File: src/rtl/olist_pkg.sv
`default_nettype none
// ----------------------------------------------------------------------------
// olist_pkg
// Shared types and codes for the ordered list engine.
// ----------------------------------------------------------------------------
package olist_pkg;

  // Request operation codes
  typedef enum logic [1:0] {
    OP_INS_HEAD = 2'd0,
    OP_INS_TAIL = 2'd1,
    OP_DELETE   = 2'd2,
    OP_SEARCH   = 2'd3
  } op_t;

  // Result status codes
  typedef enum logic [1:0] {
    ST_OK        = 2'd0,
    ST_NOT_FOUND = 2'd1,
    ST_EMPTY     = 2'd2,
    ST_FULL      = 2'd3
  } status_t;

  // Controller states
  typedef enum logic [1:0] {
    S_IDLE,
    S_SCAN,
    S_SHIFT,
    S_RESP
  } state_t;

  // Controller -> datapath commands
  typedef struct packed {
    logic    accept;      // request transaction taken this cycle
    logic    ins_head;    // write value before head
    logic    ins_tail;    // write value after tail
    logic    scan_step;   // issue next compare read
    logic    found_pos;   // latch match position (search)
    logic    shift_start; // begin closing the gap after the match
    logic    shift_step;  // move one entry toward the head
    logic    del_done;    // drop one from the count
    logic    out_load;    // load result register
    status_t out_status;
  } cmd_t;

  // Datapath -> controller status
  typedef struct packed {
    logic empty;
    logic full;
    logic hit;        // read data matches key
    logic miss;       // scan ran past the last entry
    logic shift_done; // no read pending and nothing left to move
    logic out_busy;   // result register still held by the sink
  } sts_t;

endpackage

`default_nettype wire

File: src/rtl/olist_ifs.sv
`default_nettype none
// ----------------------------------------------------------------------------
// olist_ifs
// Request and result channels of the ordered list engine.
// ----------------------------------------------------------------------------
interface olist_req_if;
  logic               valid;
  logic               ready;
  logic [1:0]         op;
  logic signed [31:0] value;

  modport source (output valid, output op, output value, input ready);
  modport sink   (input valid, input op, input value, output ready);
endinterface

interface olist_rsp_if;
  logic       valid;
  logic       ready;
  logic [1:0] status;
  logic [3:0] position;
  logic [4:0] count;

  modport source (output valid, output status, output position, output count, input ready);
  modport sink   (input valid, input status, input position, input count, output ready);
endinterface

`default_nettype wire

File: src/rtl/ordered_list_engine.sv
`default_nettype none
// ----------------------------------------------------------------------------
// ordered_list_engine
// Bounded ordered list of signed 32-bit values with insert at head or tail,
// delete of the first match and search for the first match.
// ----------------------------------------------------------------------------
//
//  channel  dir  payload                          transaction
//  -------  ---  -------------------------------  ------------------------
//  in_ch    in   op[1:0], value[31:0] signed      request, valid & ready
//  out_ch   out  status[1:0], position[3:0],      one result per request,
//                count[4:0]                       valid & ready
//
//  Steps: an insert is accepted, then its result is loaded. Search reads
//    entries in order from the head and stops at the first match or past the
//    last entry. Delete scans to the match, then moves every later entry one
//    slot toward the head. The entry memory has one read port, so the walk
//    handles one entry per cycle.
//  Reset (rst, synchronous): list empty, no result pending. No clearing pass.
//  Stalls: a request is taken while the previous result waits in the output
//    register; the new result waits until that one is taken.
//
module ordered_list_engine #(
  parameter int CAPACITY = 16
) (
  input wire          clk,
  input wire          rst,
  olist_req_if.sink   in_ch,
  olist_rsp_if.source out_ch
);

  olist_pkg::cmd_t cmd;
  olist_pkg::sts_t sts;

  // sequencer
  olist_ctrl u_ctrl (
    .clk      (clk),
    .rst      (rst),
    .in_valid (in_ch.valid),
    .in_op    (in_ch.op),
    .in_ready (in_ch.ready),
    .sts      (sts),
    .cmd      (cmd)
  );

  // storage, compare and result register
  olist_dp #(
    .CAPACITY (CAPACITY)
  ) u_dp (
    .clk          (clk),
    .rst          (rst),
    .cmd          (cmd),
    .sts          (sts),
    .in_value     (in_ch.value),
    .out_valid    (out_ch.valid),
    .out_ready    (out_ch.ready),
    .out_status   (out_ch.status),
    .out_position (out_ch.position),
    .out_count    (out_ch.count)
  );

  // Checks

  // one request at a time: after a transaction the engine is busy
  a_busy_after_req: assert property (@(posedge clk) disable iff (rst)
    (in_ch.valid && in_ch.ready) |=> !in_ch.ready)
    else $error("request taken while a request was in progress");

  // an empty-list result reports no entries and no position
  a_empty_result: assert property (@(posedge clk) disable iff (rst)
    (out_ch.valid && out_ch.status == olist_pkg::ST_EMPTY)
      |-> (out_ch.count == 5'd0 && out_ch.position == 4'd0))
    else $error("empty status with nonzero count or position");

  // position is only reported on success
  a_pos_on_ok: assert property (@(posedge clk) disable iff (rst)
    (out_ch.valid && out_ch.status != olist_pkg::ST_OK) |-> out_ch.position == 4'd0)
    else $error("position set on a failed request");

  // count flags are exclusive
  a_flags: assert property (@(posedge clk) disable iff (rst)
    !(sts.empty && sts.full))
    else $error("list both empty and full");

endmodule

`default_nettype wire

File: src/rtl/olist_ctrl.sv
`default_nettype none
// ----------------------------------------------------------------------------
// olist_ctrl
// Sequencer for one request: decode, scan, gap close, result.
// ----------------------------------------------------------------------------
module olist_ctrl (
  input  wire              clk,
  input  wire              rst,
  input  wire              in_valid,
  input  wire  [1:0]       in_op,
  output logic             in_ready,
  input  olist_pkg::sts_t  sts,
  output olist_pkg::cmd_t  cmd
);

  olist_pkg::state_t  state, state_next;
  olist_pkg::op_t     op, op_next;
  olist_pkg::status_t res, res_next;

  always_ff @(posedge clk) begin
    if (rst) begin
      state <= olist_pkg::S_IDLE;
      op    <= olist_pkg::OP_INS_HEAD;
      res   <= olist_pkg::ST_OK;
    end else begin
      state <= state_next;
      op    <= op_next;
      res   <= res_next;
    end
  end

  always_comb begin
    state_next = state;
    op_next    = op;
    res_next   = res;
    in_ready   = 1'b0;
    cmd        = '0;
    cmd.out_status = res;
    unique case (state)
      olist_pkg::S_IDLE: begin
        in_ready = 1'b1;
        if (in_valid) begin
          cmd.accept = 1'b1;
          op_next    = olist_pkg::op_t'(in_op);
          unique case (olist_pkg::op_t'(in_op))
            olist_pkg::OP_INS_HEAD, olist_pkg::OP_INS_TAIL: begin
              state_next = olist_pkg::S_RESP;
              if (sts.full) begin
                res_next = olist_pkg::ST_FULL;
              end else begin
                res_next     = olist_pkg::ST_OK;
                cmd.ins_head = (olist_pkg::op_t'(in_op) == olist_pkg::OP_INS_HEAD);
                cmd.ins_tail = (olist_pkg::op_t'(in_op) == olist_pkg::OP_INS_TAIL);
              end
            end
            default: begin
              if (sts.empty) begin
                res_next   = olist_pkg::ST_EMPTY;
                state_next = olist_pkg::S_RESP;
              end else begin
                state_next = olist_pkg::S_SCAN;
              end
            end
          endcase
        end
      end
      olist_pkg::S_SCAN: begin
        if (sts.hit) begin
          res_next = olist_pkg::ST_OK;
          if (op == olist_pkg::OP_SEARCH) begin
            cmd.found_pos = 1'b1;
            state_next    = olist_pkg::S_RESP;
          end else begin
            cmd.shift_start = 1'b1;
            state_next      = olist_pkg::S_SHIFT;
          end
        end else if (sts.miss) begin
          res_next   = olist_pkg::ST_NOT_FOUND;
          state_next = olist_pkg::S_RESP;
        end else begin
          cmd.scan_step = 1'b1;
        end
      end
      olist_pkg::S_SHIFT: begin
        if (sts.shift_done) begin
          cmd.del_done = 1'b1;
          state_next   = olist_pkg::S_RESP;
        end else begin
          cmd.shift_step = 1'b1;
        end
      end
      olist_pkg::S_RESP: begin
        if (!sts.out_busy) begin
          cmd.out_load = 1'b1;
          state_next   = olist_pkg::S_IDLE;
        end
      end
      default: state_next = olist_pkg::S_IDLE;
    endcase
  end

endmodule

`default_nettype wire

File: src/rtl/olist_dp.sv
`default_nettype none
// ----------------------------------------------------------------------------
// olist_dp
// Entry memory kept as a ring from a head pointer, count, scan counter,
// key compare and result register.
// ----------------------------------------------------------------------------
module olist_dp #(
  parameter int CAPACITY = 16
) (
  input  wire                clk,
  input  wire                rst,
  input  olist_pkg::cmd_t    cmd,
  output olist_pkg::sts_t    sts,
  input  wire  signed [31:0] in_value,
  output logic               out_valid,
  input  wire                out_ready,
  output logic [1:0]         out_status,
  output logic [3:0]         out_position,
  output logic [4:0]         out_count
);

  localparam int IW = (CAPACITY > 1) ? $clog2(CAPACITY) : 1;
  localparam int CW = $clog2(CAPACITY + 1);
  localparam logic [IW:0]   CAP_X  = (IW + 1)'(CAPACITY);
  localparam logic [IW-1:0] LAST_I = IW'(CAPACITY - 1);
  localparam logic [CW-1:0] CAP_C  = CW'(CAPACITY);

  logic [31:0]   mem [CAPACITY];
  logic [31:0]   rd_data;
  logic [31:0]   key;
  logic [IW-1:0] head;
  logic [CW-1:0] count;
  logic [CW-1:0] scan_idx;  // next logical index to read
  logic [CW-1:0] rd_idx;    // logical index of rd_data
  logic          rd_vld;
  logic [CW-1:0] pos;

  logic          issue;
  logic [IW-1:0] rd_addr;
  logic          wr_en;
  logic [IW-1:0] wr_addr;
  logic [31:0]   wr_data;
  logic [IW-1:0] head_dec;
  logic [CW-1:0] rd_prev;
  logic [CW+4:0] count_ext;
  logic [CW+3:0] pos_ext;

  // logical index -> slot, wrapping at CAPACITY
  function automatic logic [IW-1:0] phys(input logic [IW-1:0] h, input logic [IW-1:0] i);
    logic [IW:0] s;
    s = {1'b0, h} + {1'b0, i};
    if (s >= CAP_X) s = s - CAP_X;
    return s[IW-1:0];
  endfunction

  assign head_dec = (head == '0) ? LAST_I : head - IW'(1);
  assign rd_prev  = rd_idx - CW'(1);
  assign issue    = (cmd.scan_step || cmd.shift_step) && (scan_idx < count);
  assign rd_addr  = phys(head, scan_idx[IW-1:0]);

  always_comb begin
    wr_en   = 1'b0;
    wr_addr = head_dec;
    wr_data = in_value;
    if (cmd.ins_head) begin
      wr_en = 1'b1;
    end else if (cmd.ins_tail) begin
      wr_en   = 1'b1;
      wr_addr = phys(head, count[IW-1:0]);
    end else if (cmd.shift_step && rd_vld) begin
      wr_en   = 1'b1;
      wr_addr = phys(head, rd_prev[IW-1:0]);
      wr_data = rd_data;
    end
  end

  // entry memory: one write, one registered read
  always_ff @(posedge clk) begin
    if (wr_en) mem[wr_addr] <= wr_data;
    if (issue) rd_data <= mem[rd_addr];
  end

  always_ff @(posedge clk) begin
    if (rst) begin
      head      <= '0;
      count     <= '0;
      rd_vld    <= 1'b0;
      scan_idx  <= '0;
      out_valid <= 1'b0;
    end else begin
      if (cmd.ins_head) head <= head_dec;
      if (cmd.ins_head || cmd.ins_tail) count <= count + CW'(1);
      else if (cmd.del_done) count <= count - CW'(1);

      if (cmd.accept) begin
        scan_idx <= '0;
        rd_vld   <= 1'b0;
      end else if (cmd.shift_start) begin
        scan_idx <= rd_idx + CW'(1);
        rd_vld   <= 1'b0;
      end else begin
        rd_vld <= issue;
        if (issue) scan_idx <= scan_idx + CW'(1);
      end

      if (cmd.out_load) out_valid <= 1'b1;
      else if (out_ready) out_valid <= 1'b0;
    end
  end

  always_ff @(posedge clk) begin
    if (cmd.accept) begin
      key <= in_value;
      pos <= '0;
    end else if (cmd.found_pos) begin
      pos <= rd_idx;
    end
    if (issue) rd_idx <= scan_idx;
  end

  assign count_ext = {5'b0, count};
  assign pos_ext   = {4'b0, pos};

  always_ff @(posedge clk) begin
    if (cmd.out_load) begin
      out_status   <= cmd.out_status;
      out_position <= (cmd.out_status == olist_pkg::ST_OK) ? pos_ext[3:0] : 4'd0;
      out_count    <= count_ext[4:0];
    end
  end

  always_comb begin
    sts            = '0;
    sts.empty      = (count == '0);
    sts.full       = (count == CAP_C);
    sts.hit        = rd_vld && (rd_data == key);
    sts.miss       = !rd_vld && (scan_idx >= count);
    sts.shift_done = !rd_vld && (scan_idx >= count);
    sts.out_busy   = out_valid && !out_ready;
  end

endmodule

`default_nettype wire
File: src/flat_wrapper.sv
// flat-port wrapper written by rule: the top's interface ports become plain ports
module ordered_list_engine_flat 
#(
  parameter int CAPACITY = 16
)
  (clk, rst, in_ch_valid, in_ch_op, in_ch_value, in_ch_ready, out_ch_valid, out_ch_status, out_ch_position, out_ch_count, out_ch_ready);
  olist_req_if in_ch_i ();
  olist_rsp_if out_ch_i ();
  input wire clk;
  input wire rst;
  input wire logic [$bits(in_ch_i.valid)-1:0] in_ch_valid;
  input wire logic [$bits(in_ch_i.op)-1:0] in_ch_op;
  input wire logic [$bits(in_ch_i.value)-1:0] in_ch_value;
  output wire logic [$bits(in_ch_i.ready)-1:0] in_ch_ready;
  output wire logic [$bits(out_ch_i.valid)-1:0] out_ch_valid;
  output wire logic [$bits(out_ch_i.status)-1:0] out_ch_status;
  output wire logic [$bits(out_ch_i.position)-1:0] out_ch_position;
  output wire logic [$bits(out_ch_i.count)-1:0] out_ch_count;
  input wire logic [$bits(out_ch_i.ready)-1:0] out_ch_ready;
  assign in_ch_i.valid = in_ch_valid;
  assign in_ch_i.op = in_ch_op;
  assign in_ch_i.value = in_ch_value;
  assign in_ch_ready = in_ch_i.ready;
  assign out_ch_valid = out_ch_i.valid;
  assign out_ch_status = out_ch_i.status;
  assign out_ch_position = out_ch_i.position;
  assign out_ch_count = out_ch_i.count;
  assign out_ch_i.ready = out_ch_ready;
  ordered_list_engine #(.CAPACITY(CAPACITY)) u_core (.clk(clk), .rst(rst), .in_ch(in_ch_i), .out_ch(out_ch_i));
endmodule
File: config.mk
export PLATFORM = sky130hd
export DESIGN_NAME = ordered_list_engine_flat
export DESIGN_NICKNAME = d
export VERILOG_FILES = /design/src/rtl/olist_pkg.sv /design/src/rtl/olist_ifs.sv /design/src/rtl/ordered_list_engine.sv /design/src/rtl/olist_ctrl.sv /design/src/rtl/olist_dp.sv /design/src/flat_wrapper.sv
export SDC_FILE = /design/constraint.sdc
export NUM_CORES = 1
export LEC_CHECK = 0
export ABC_CLOCK_PERIOD_IN_PS = 5580
export BUFFER_PORTS_ARGS = -buffer_cell sky130_fd_sc_hd__buf_4
export CAP_MARGIN = 40
export CORE_ASPECT_RATIO = 0.7
export CORE_MARGIN = 10
export CORE_UTILIZATION = 30
export DETAILED_ROUTE_END_ITERATION = 12
export GPL_ROUTABILITY_DRIVEN = 0
export GPL_TIMING_DRIVEN = 0
export PLACE_DENSITY = 0.46
export SLEW_MARGIN = 0
export SYNTH_ARGS = -nofsm -noshare
export SYNTH_HDL_FRONTEND = slang
export SYNTH_SLANG_ARGS = --single-unit
File: constraint.sdc
create_clock -name clk -period 5.58 [get_ports clk]
set_input_delay 0.279 -clock clk [delete_from_list [all_inputs] [get_ports clk]]
set_output_delay 0.279 -clock clk [all_outputs]
set_load 0.02 [all_outputs]
# Yosys cells after proc, flatten, opt, wreduce, memory -nomap -nowiden
# Memories as Yosys holds them, arrays and structs flattened. A register that Yosys moved wholly into a read port is not among the register bits.
# Cells that the tools add are included.
dict set report word_totals {
  ff_bits 74
  ram_bits 512
  inputBits 38
  output_inout_bits 13
  elab_cells 118
  memories 1
}
# name depth word_bits rd rd_clocked_by_memory_dff write_ports line_no
set memory_table {}
lappend memory_table {u_core.u_dp.mem 16 32 1 1 1 olist_dp.sv:28} ;# logic [31:0] mem [CAPACITY];
dict set report classes {
  add_sub_neg 12
  n_lt_le_gt_ge 5
  eq_ne 11
  mux 51
  n_reduce_logical 24
}
# op n
set ops {}
lappend ops {{32-bit 2-to-1 mux} 3}
lappend ops {{32-bit equality test} 1}
lappend ops {{2-bit 2-to-1 mux} 16}
lappend ops {{4-bit 2-to-1 mux} 7}
lappend ops {{5-bit 2-to-1 mux} 4}
lappend ops {{4-bit by 1-bit subtractor with 4-bit output, second input constant} 5}
lappend ops {{1-bit 2-to-1 mux} 16}
lappend ops {{4-bit by 4-bit adder with 5-bit output} 3}
lappend ops {{5-bit by 1-bit adder with 5-bit output, second input constant} 3}
lappend ops {{5-bit greater-or-equal comparator, second input constant} 3}
lappend ops {{3-bit 2-to-1 mux} 3}
lappend ops {{2-bit one-hot mux with 4 select lines} 1}
lappend ops {{2-bit nonzero test} 4}
lappend ops {{2-bit equality test, second input constant} 3}
lappend ops {{2-bit zero test} 3}
lappend ops {{3-bit by 1-bit inequality test with 1-bit output, second input constant} 2}
lappend ops {{5-bit equality test, second input constant} 1}
lappend ops {{5-bit greater-or-equal comparator} 1}
lappend ops {{1-bit logical AND} 5}
lappend ops {{5-bit zero test} 1}
lappend ops {{5-bit < comparator} 1}
lappend ops {{5-bit by 1-bit subtractor with 5-bit output, second input constant} 1}
lappend ops {{2-bit by 1-bit equality test with 1-bit output, second input constant} 2}
lappend ops {{4-bit zero test} 1}
lappend ops {{8 further kinds} 13}

# Depth between registers and ports, before layout
dict set report depth {
  word_depth 10
  depth_mapped 12
  ltp_nobuf 12
}

# Cells and area by module
# Synthesis repeated with hierarchy kept, for this count alone.
dict set report unflattened {
  hier_cells 1304
  hier_area_um2 24857.6
}
# module instances cells_per_inst area_each_um2 seq_area_each_um2
set by_module_without_submodules {}
lappend by_module_without_submodules {olist_dp 1 1250 24427.2 18177.4}
lappend by_module_without_submodules {olist_ctrl 1 54 430.4 120.1}

# Worst setup path before layout
# OpenSTA, ideal clock, no wires.
dict set report synth_path {
  path_kind {reg2reg}
  start {reg u_core.u_dp.rd_idx[0]}
  end {mem u_core.u_dp.mem[15][0], enable pin}
  setup_ns 0.421
  arrival_time_ns 3.432
  required_ns 5.159
  slack_ns 1.727
  stages_incl_launch_ff 12
  path_buffers 0
  synth_period_minus_slack_ns 3.853
  cell_sequence {edfxtp_1 -> inv_1 -> ha_1 -> inv_1 -> ha_1 -> a21o_1 -> a21oi_1 -> xnor2_1 -> mux2_2 -> a21oi_1 -> nand2_1 -> nor2_1}
}
dict set report synth_via {
  elab_chain_len 7
  word_cells_on_any_way 8
  cone_classes {3 x add/sub; 1 x order compare; 4 x mux}
}
# item line_no
set synth_rtl {}
lappend synth_rtl {{start, declared} olist_dp.sv:34} ;# logic [CW-1:0] rd_idx;
lappend synth_rtl {{start signal, assigned} olist_dp.sv:118} ;# if (issue) rd_idx <= scan_idx;
lappend synth_rtl {{4-bit by 1-bit subtractor with 4-bit output *} olist_dp.sv:57} ;# assign rd_prev = rd_idx - CW'(1);
lappend synth_rtl {{4-bit by 4-bit adder with 5-bit output *} olist_dp.sv:51} ;# s = {1'b0, h} + {1'b0, i};
lappend synth_rtl {{4-bit by 1-bit subtractor with 4-bit output or 5-bit greater-or-equal comparator (tied branches)} olist_dp.sv:52} ;# if (s >= CAP_X) s = s - CAP_X;
lappend synth_rtl {{4-bit 2-to-1 mux *} olist_dp.sv:52}
lappend synth_rtl {{4-bit 2-to-1 mux *} olist_dp.sv:70} ;# end else if (cmd.shift_step && rd_vld) begin
lappend synth_rtl {{4-bit 2-to-1 mux *} olist_dp.sv:67} ;# end else if (cmd.ins_tail) begin
lappend synth_rtl {{4-bit 2-to-1 mux *} olist_dp.sv:65} ;# if (cmd.ins_head) begin
lappend synth_rtl {{end, declared} olist_dp.sv:28}
# Mark *: on every way between the ends. The rest lies on a longest branch, timed or not.

# Worst setup path in the final report
dict set report layout_path {
  start {reg u_core.u_dp.rd_data[10] (read register of u_core.u_dp.mem)}
  end {reg u_core.u_dp.scan_idx[4]}
}
dict set report layout_via {
  elab_chain_len 7
  word_cells_on_any_way 9
  cone_classes {1 x eq/ne; 4 x mux; 4 x reduce/logical}
}
# item line_no
set layout_rtl {}
lappend layout_rtl {{start, declared} olist_dp.sv:29} ;# logic [31:0] rd_data;
lappend layout_rtl {{32-bit equality test *} olist_dp.sv:136} ;# sts.hit = rd_vld && (rd_data == key);
lappend layout_rtl {{1-bit logical AND *} olist_dp.sv:136}
lappend layout_rtl {{1-bit 2-to-1 mux} olist_ctrl.sv:68} ;# if (sts.hit) begin
lappend layout_rtl {{3-bit 2-to-1 mux *} olist_ctrl.sv:39} ;# unique case (state)
lappend layout_rtl {{1-bit logical OR} olist_dp.sv:58} ;# assign issue = (cmd.scan_step || cmd.shift_step) && (scan_idx < count);
lappend layout_rtl {{1-bit logical AND} olist_dp.sv:58}
lappend layout_rtl {{2-bit nonzero test (no line)} -}
lappend layout_rtl {{end signal, assigned} olist_dp.sv:99} ;# scan_idx <= rd_idx + CW'(1);
lappend layout_rtl {{end signal, assigned} olist_dp.sv:103} ;# if (issue) scan_idx <= scan_idx + CW'(1);
lappend layout_rtl {{end, declared} olist_dp.sv:33} ;# logic [CW-1:0] scan_idx;
# Marks and branches as above.
# A chain may end at the register's enable or synchronous reset.

==> summary.md <==
| Metric | Value |
|---|---|
| Core region area | 0.0821 mm² |
| Fillers | 7663 |
| Top cells by area, synth | edfxtp_1 (72%), mux4_2 (12%), dfxtp_1 (2.1%) |
| Worst-Skew Late Latency | 670 ps |
| Root Driver | clkbuf_16 |
| HP Class | in -> reg |
| Synth Instances | 1309 |
| Vias in the first global route | 13500 |
| # H-tree levels | 2 |
| Mean Syn Cell Area | 18.9 µm² |
| Warnings, synthesis | 0 |
| Simple-Gate Fraction of Synth Area | 4.62% |
| Antenna violations before repair | 0 |
| Die area | 0.0948 mm² |
| Post-synthesis cell type count | 60 |
| Fin Clk Skew | 45.4 ps |
| Dpl hpwl | 45.4 mm |
| Overall Power | 13.0 mW |
| Clk buf depth | 3 |
| Area growth from synthesis to layout | 19.5% |
| CP arrival | 4970 ps |
| First-pass GRT wire length | 98.3 mm |
| Clock slew at reported path FFs | 70 ps |
| GR Overflow Total | 0 |
| Max FO, Critical Path | 9 |
| Place WS | 1220 ps |
| Setup_tns | 0 ps |
| # setup viols final | 0 |
| Via count | 13200 |
| Num CTS Buffers | 61 |
| I/O pin count | 51 |
| Post-synth net total | 1370 |
| FF+latch count, synth | 618 |
| CTS tree | built |
| Post-synthesis async set-or-reset flop share | 0% |
| DRC | 0 |
| Total Wirelength | 68.0 mm |
| Number of antenna-violating nets in the routed design | 0 |
| Post-synth EDFFs | 592 |
| Top FF cell, synth | edfxtp_1 |
| Final hold violation count | 0 |
| Crit end category | register |
| Core Util, Final | 36.1% |
| Max transition margin | 34.8% |
| Share of the synthesized area in the top cell type | 71.7% |
| Total track usage | 14.3% |
| Synth Area in Adders | 1.25% |
| Fin crit share | 79.6% |
| Die W | 364 µm |
| Synth Cell Area | 0.0248 mm² |
| Multi-input logic area | 0.00633 mm² |
| Clock sinks | 618 |
| Mux cell area share after synthesis | 13.4% |
| Cells after DPL | 2475 |
| Status | complete, no violations |
| Hold WS | 39.1 ps |
| Initial core utilization | 30.2% |
| TritonRoute pass-1 iters | 5 |
| Final non-filler cell total | 2626 |
| Design area | 0.0296 mm² |
| I/O Buffers | 49 |
| Nets | 1555 |
| Synth Area in Compound Gates | 3.78% |
| Clock period minus worst slack | 4440 ps |
| Worst slew pin tran | 975 ps |
| Area leader, netlist | edfxtp_1 |
| PwrDens | 437 mW/mm² |
| Max frequency | 225 MHz |
| Layout cell share with drive strength beyond 1 | 24.5% |
| Worst setup margin | 1140 ps |
| CTS-repair resized insts | 0 |
| Row count | 88 |
| Main combinational cell family by area after synthesis | multiplexers |
| Placed Area | 0.0273 mm² |
| Hold depth | 5 |
| MaxCap Viol Count | 0 |
| Register area | 0.0183 mm² |
| Die height | 261 µm |
| Req. time, crit path | 6110 ps |
| Leak | 9.33 nW |
| R2R cell count | 11 |
| Iteration-0 DRC Markers | 1202 |
| Pin count of the biggest net entering global routing | 42 |
| Unrepaired setup endpoints after global routing | no |
| Post-synthesis sequential area ratio | 73.8% |
| XOR/XNOR share of the synthesized area | 1.84% |
| Max IR drop VDD | 0.237 mV |
| Critical path type | reg -> reg |
| Via density | 5.01 |
| Max Slew Vio Count | 0 |
| WL/cell | 25.9 µm |
| Startpoint types | register |
## critical path, stage by stage (launching register included)
cell and delay, ps:
edfxtp_1 430, xnor2_1 650, nand4_1 240, nor4b_2 910, nand3_1 310, nand3b_1 420, o21ai_0 250, ha_1 320
nand3_1 110, o221a_2 310, o21ai_0 250, a21oi_1 110
## kinds of logic (layout without fill, tap and decap cells)
| family | Yosys count | count (layout) |
|---|---|---|
| AND/OR/NAND/NOR | 235 | 235 |
| multiplexers | 168 | 168 |
| adder cells (fa/ha/maj) | 23 | 23 |
| flip-flops | 618 | 618 |
| XOR/XNOR | 52 | 52 |
| AO/OA/AOI/OAI | 136 | 136 |
| other | 0 | 1 |
| buffers and inverters | 77 | 313 |
## sequential cells by signal, indices dropped and copies added (netlist names), 5 cells and up
| signal | flops |
|---|---|
| u_core.u_dp.scan_idx | 5 |
| u_core.u_dp.key | 32 |
| u_core.u_dp.rd_data | 32 |
| u_core.u_dp.rd_idx | 5 |
| u_core.u_dp.count | 5 |
| u_core.u_dp.out_count | 5 |
| u_core.u_dp.mem | 512 |
## routing by layer
layer	GRT usage [%]	vias up	wire length [µm]
li1	-	5681	-
met1	21.6	6977	33100
met2	20.2	400	28300
met3	3.64	103	5020
met4	3.73	0	1570
met5	0	-	0
## area by class of cell
cell class / count / share of cell area, %
flip-flops and latches: 618 / 61.7
multi-input cells: 614 / 21.4
clock buffers: 80 / 5.46
well taps: 1080 / 4.56
repair buffers: 122 / 4.55
clock inverters: 34 / 1.19
plain buffers: 60 / 0.895
inverters: 17 / 0.232
diodes: 1 / 0.00844
## where the power goes
part	internal, mW	leakage [nW]	switching [mW]
clock	2.29	0.950	1.83
combinational	1.29	2.81	1.79
sequential	5.57	5.57	0.185
## repair_timing
action                                 4_1_cts  5_1_grt
hold buffers                                35        0
endpoints found under the hold margin       36        0
setup buffers                                0        0
## placed cells by master (no fill, tap or decap), types with 8 or more instances in the layout
cell type        n
edfxtp_1       592
mux4_2         128
nand2_1         84
clkbuf_16       61
clkbuf_1        57
buf_4           52
xnor2_1         42
a211oi_1        40
and2_1          39
a31oi_1         35
dlygate4sd3_1   35
mux2_2          33
nor2_1          32
dfxtp_1         26
buf_12          21
ha_1            20
a21oi_1         18
inv_1           16
nor2_4          16
o21ai_0         14
nand3_1         12
clkinv_1        12
nand4_1         11
buf_2           10
buf_6            9
xor2_1           8
clkinv_2         8
## cell usage after synthesis (all sizes together), types with 20 or more instances
| cell | instances |
|---|---|
| mux2 | 33 |
| and2 | 39 |
| mux4 | 128 |
| dfxtp | 26 |
| nor2 | 48 |
| nand2 | 84 |
| xnor2 | 44 |
| a211oi | 40 |
| ha | 20 |
| clkbuf | 41 |
| a31oi | 36 |
| edfxtp | 592 |
## worst paths after layout
kind | start | end | slack [ps]
worst max register to register | u_core.u_dp.rd_data[10] | u_core.u_dp.scan_idx[4] | 1140
worst min-delay path | in_ch_valid | u_core.u_ctrl.state[0] | 40
worst max-delay path | u_core.u_dp.rd_data[10] | u_core.u_dp.scan_idx[4] | 1140
worst min register to register | u_core.u_dp.count[4] | u_core.u_dp.out_count[4] | 460
Power figures use the tool's default switching activity.
